File: src/rtl/core/tmh_ram.sv
// generic one-write one-read ram with registered read data
module tmh_ram #(
  parameter int W = 8,
  parameter int D = 256
) (
  input  logic                 clk,
  input  logic                 we,
  input  logic [$clog2(D)-1:0] waddr,
  input  logic [W-1:0]         wdata,
  input  logic [$clog2(D)-1:0] raddr,
  output logic [W-1:0]         rdata
);
  logic [W-1:0] mem [D];

  // write port and registered read port
  always_ff @(posedge clk) begin
    if (we) mem[waddr] <= wdata;
    rdata <= mem[raddr];
  end
endmodule

File: config.mk
export PLATFORM = sky130hd
export DESIGN_NAME = tmh_ram
export DESIGN_NICKNAME = d
export VERILOG_FILES = /design/src/rtl/core/tmh_ram.sv
export SDC_FILE = /design/constraint.sdc
export NUM_CORES = 2
export LEC_CHECK = 0
export BUFFER_PORTS_ARGS = -buffer_cell sky130_fd_sc_hd__buf_2
export CORE_UTILIZATION = 40
export DETAILED_ROUTE_END_ITERATION = 10
export SYNTH_ARGS = -nofsm -noshare
export SYNTH_HDL_FRONTEND = slang
export SYNTH_SLANG_ARGS = --single-unit
export TNS_END_PERCENT = 50
File: constraint.sdc
create_clock -name clk -period 3.05 [get_ports clk]
set_input_delay 0.1525 -clock clk [delete_from_list [all_inputs] [get_ports clk]]
set_output_delay 0.1525 -clock clk [all_outputs]
set_load 0.05 [all_outputs]
==> run metrics <==
die height 448 µm; biggest area consumer among synthesized cells edfxtp_1; worst reg2reg path startpoint mem[80][5]$_DFFE_PP_; pins over their slew limit 0; number of hold buffers added after CTS 10; Setup crit end kind flip-flop; Syn Nets 3759; sequential fraction of the synthesis area 77.5%; clock slew seen by the registers of the worst setup and hold paths 60 ps; CTS resizes 0; die width 448 µm; antenna violations before repair 11; CTS max path bufs 3; Seq cells post-synth 2056; GPL Wtd Cong 0.869; worst vdd ir 0.621 mV; Finished Cell Area 92600 µm²; Synth Warn # 0; DR iter-0 viols 4949; critical path class flip-flop to flip-flop; hold_ws 79.8 ps; drt drc 0; post-route ant nets 0; worst min-delay path class input port to flip-flop; worst hold stages 3; synthesized instance count 3733; row count 163; post-synth top area share 77.3%; RR Endpoint rdata[5]$_DFF_P_; worst skew pair latency 850 ps; Synth cell types 55; wire per inst 28.7 µm; status completed; area grow syn2layout 16.4%; cells on worst reg2reg path 8; worst-margin pin slew 1330 ps; DR vias/cell 5.68; P_leak 29.4 nW; die area 201000 µm²; Rel. slew slack 11.2%; DRT Wirelength 203000 µm; CTS tree built; number of buffers created by CTS 202; RSZ-0062 raised after global routing false; fmax 339 MHz; DP HPWL 130000 µm; Post-CTS Setup Bufs 0; reg-to-reg setup timing slack 100 ps; Min-Delay Endpoint mem[203][4]$_DFFE_PP_; vias in the first global route 40.1k; I/O pin total 34; # fillers 16.4k; Sink Count 2056; layout cells sized above 1 29.2%; Max Cap Viol 0; Pre-Repair DR Iteration Count 7; Critical Path RT 3740 ps; vias 40.2k; Total GRT Usage 20.3%; Nets 4280; Setup TNS Final 0 ps; IO buf count 33; PwrDens 627 nW/µm²; HP Start waddr[0]; largest net degree at the start of global routing 116; crit start category flip-flop; setup violators final 0; Worst EP arrival 3640 ps; share of flip-flops with an asynchronous set or reset 0%; Post-DP Area 86200 µm²; clock skew 33.4 ps; mean area per synthesized cell 21.3 µm²; number of flops mapped to enable cells by yosys 2048; Starting Density 40.3%; crit-path max FO 1; first-pass GRT wire length 292000 µm; fin crit period 2950 ps; period utilization 96.6%; endpoints failing hold 0; cell area after synthesis 79600 µm²; Top FF cell, synth edfxtp_1; largest cells by area after synthesis edfxtp_1 (77%), mux4_2 (13%), mux2i_1 (1.7%); H-tree depth 4; Core Area 197000 µm²; CTS root buffer clkbuf_16; grt total ovfl 0
## Yosys cell counts, types with 3 or more instances
library cell,n
a22oi_1,133
o211ai_1,10
nand4_1,10
clkbuf_1,111
a22o_1,8
nand2_1,33
buf_1,22
dfxtp_1,8
o22a_1,5
o22ai_1,28
buf_8,13
nor3_1,22
buf_12,8
o221ai_1,46
nor2_1,282
a221oi_1,13
o32ai_1,4
a211oi_1,16
buf_2,31
a21oi_1,96
buf_6,21
o21ai_0,10
mux4_2,454
nand2b_1,8
edfxtp_1,2048
or2_2,4
nand3_1,34
mux2i_1,134
nor4_1,24
buf_4,27
and2_1,6
nor2b_1,31
nor4_2,3
## report_power, final
group / switching, mW / leakage (nW) / internal [mW] / total [mW]
Sequential: 0.0617 / 18.5 / 31.1 / 31.2
Clock: 10.6 / 3.07 / 13.2 / 23.7
Combinational: 2.00 / 7.84 / 1.15 / 3.15
Total: 12.6 / 29.4 / 45.5 / 58.1
## cell usage in the layout, fill, tap and decap left out, types with 5 or more instances in the layout
| cell type | synthesis | final |
|---|---|---|
| a22oi_1 | 133 | 133 |
| buf_8 | 13 | 10 |
| nor2b_1 | 31 | 28 |
| nor2_1 | 282 | 279 |
| a21oi_1 | 96 | 96 |
| clkinvlp_4 | 0 | 6 |
| clkbuf_16 | 0 | 203 |
| o211ai_1 | 10 | 10 |
| clkinv_1 | 1 | 47 |
| dfxtp_1 | 8 | 8 |
| dlygate4sd3_1 | 0 | 10 |
| buf_12 | 8 | 54 |
| nand2_1 | 33 | 33 |
| diode_2 | 0 | 11 |
| clkinv_2 | 0 | 38 |
| a221oi_1 | 13 | 13 |
| nor3_1 | 22 | 22 |
| a22o_1 | 8 | 8 |
| o221ai_1 | 46 | 46 |
| mux4_2 | 454 | 454 |
| clkbuf_1 | 111 | 51 |
| buf_2 | 31 | 21 |
| o22ai_1 | 28 | 28 |
| nand3_1 | 34 | 34 |
| bufinv_16 | 0 | 9 |
| nand2b_1 | 8 | 8 |
| a211oi_1 | 16 | 16 |
| edfxtp_1 | 2048 | 2048 |
| and2_1 | 6 | 5 |
| o22a_1 | 5 | 5 |
| nor4_1 | 24 | 24 |
| o21ai_0 | 10 | 10 |
| nand4_1 | 10 | 10 |
| buf_4 | 27 | 455 |
| clkinv_16 | 0 | 5 |
| mux2i_1 | 134 | 134 |
## critical path, cell delays in order, from the launching register on
cell	delay, ps
edfxtp_1	370
mux4_2	480
a22o_1	320
a221oi_1	250
buf_4	180
o32ai_1	70
buf_4	190
nor3_1	750
nor4_1	160
## logic make-up after synthesis
logic type,synth area share (%)
mux,14.6
simple gates,2.63
buf+inv,1.83
flops,77.5
compound gates,3.42
## layout make-up
cell class                 count  area, µm²  area share (%)
inverter                       2       7.51         0.00810
clock buffer                 258       5330            5.75
sequential                  2056      61700            66.6
antenna                       11       27.5          0.0297
tap                         2640       3300            3.57
clock inverter               115        981            1.06
timing repair buffer         550       4850            5.24
multi-input combinational   1442      16500            17.8
## per-layer routing
layer	up-vias	track usage (%)	wire, µm
li1	16751	-	-
met4	2	7.12	6650
met1	21507	28.6	83600
met3	297	3.46	15100
met5	-	0	13
met2	1653	32.1	97700
## stage by stage
step	total power, mW	cells	util [%]	setup WS, ps
after floorplan	33.4	3733	-	960
after global placement	34.9	6680	43.7	-389
after detailed placement	35.0	6680	43.7	-366
after CTS	58.6	7063	46.9	236
after global routing	59.7	7072	46.9	222
final	58.1	7074	46.9	104
## how the worst max path moves through the flow
| stage | cells past startpoint | from | to | slack (ps) |
|---|---|---|---|---|
| 2_1_floorplan | 9 | raddr[0] | rdata[2]$_DFF_P_ | 960 |
| 3_3_place_gp | 11 | raddr[0] | rdata[5]$_DFF_P_ | -390 |
| 3_5_place_dp | 11 | raddr[0] | rdata[5]$_DFF_P_ | -370 |
| 4_1_cts | 8 | mem[80][5]$_DFFE_PP_ | rdata[5]$_DFF_P_ | 240 |
| 5_1_grt | 5 | mem[211][4]$_DFFE_PP_ | rdata[4]$_DFF_P_ | 220 |
| 6_report | 8 | mem[80][5]$_DFFE_PP_ | rdata[5]$_DFF_P_ | 100 |
## registers in the layout, summed over array words and instances (netlist names)
| register | count |
|---|---|
| mem | 2048 |
| rdata | 8 |
(Power assumes the default switching activity.)
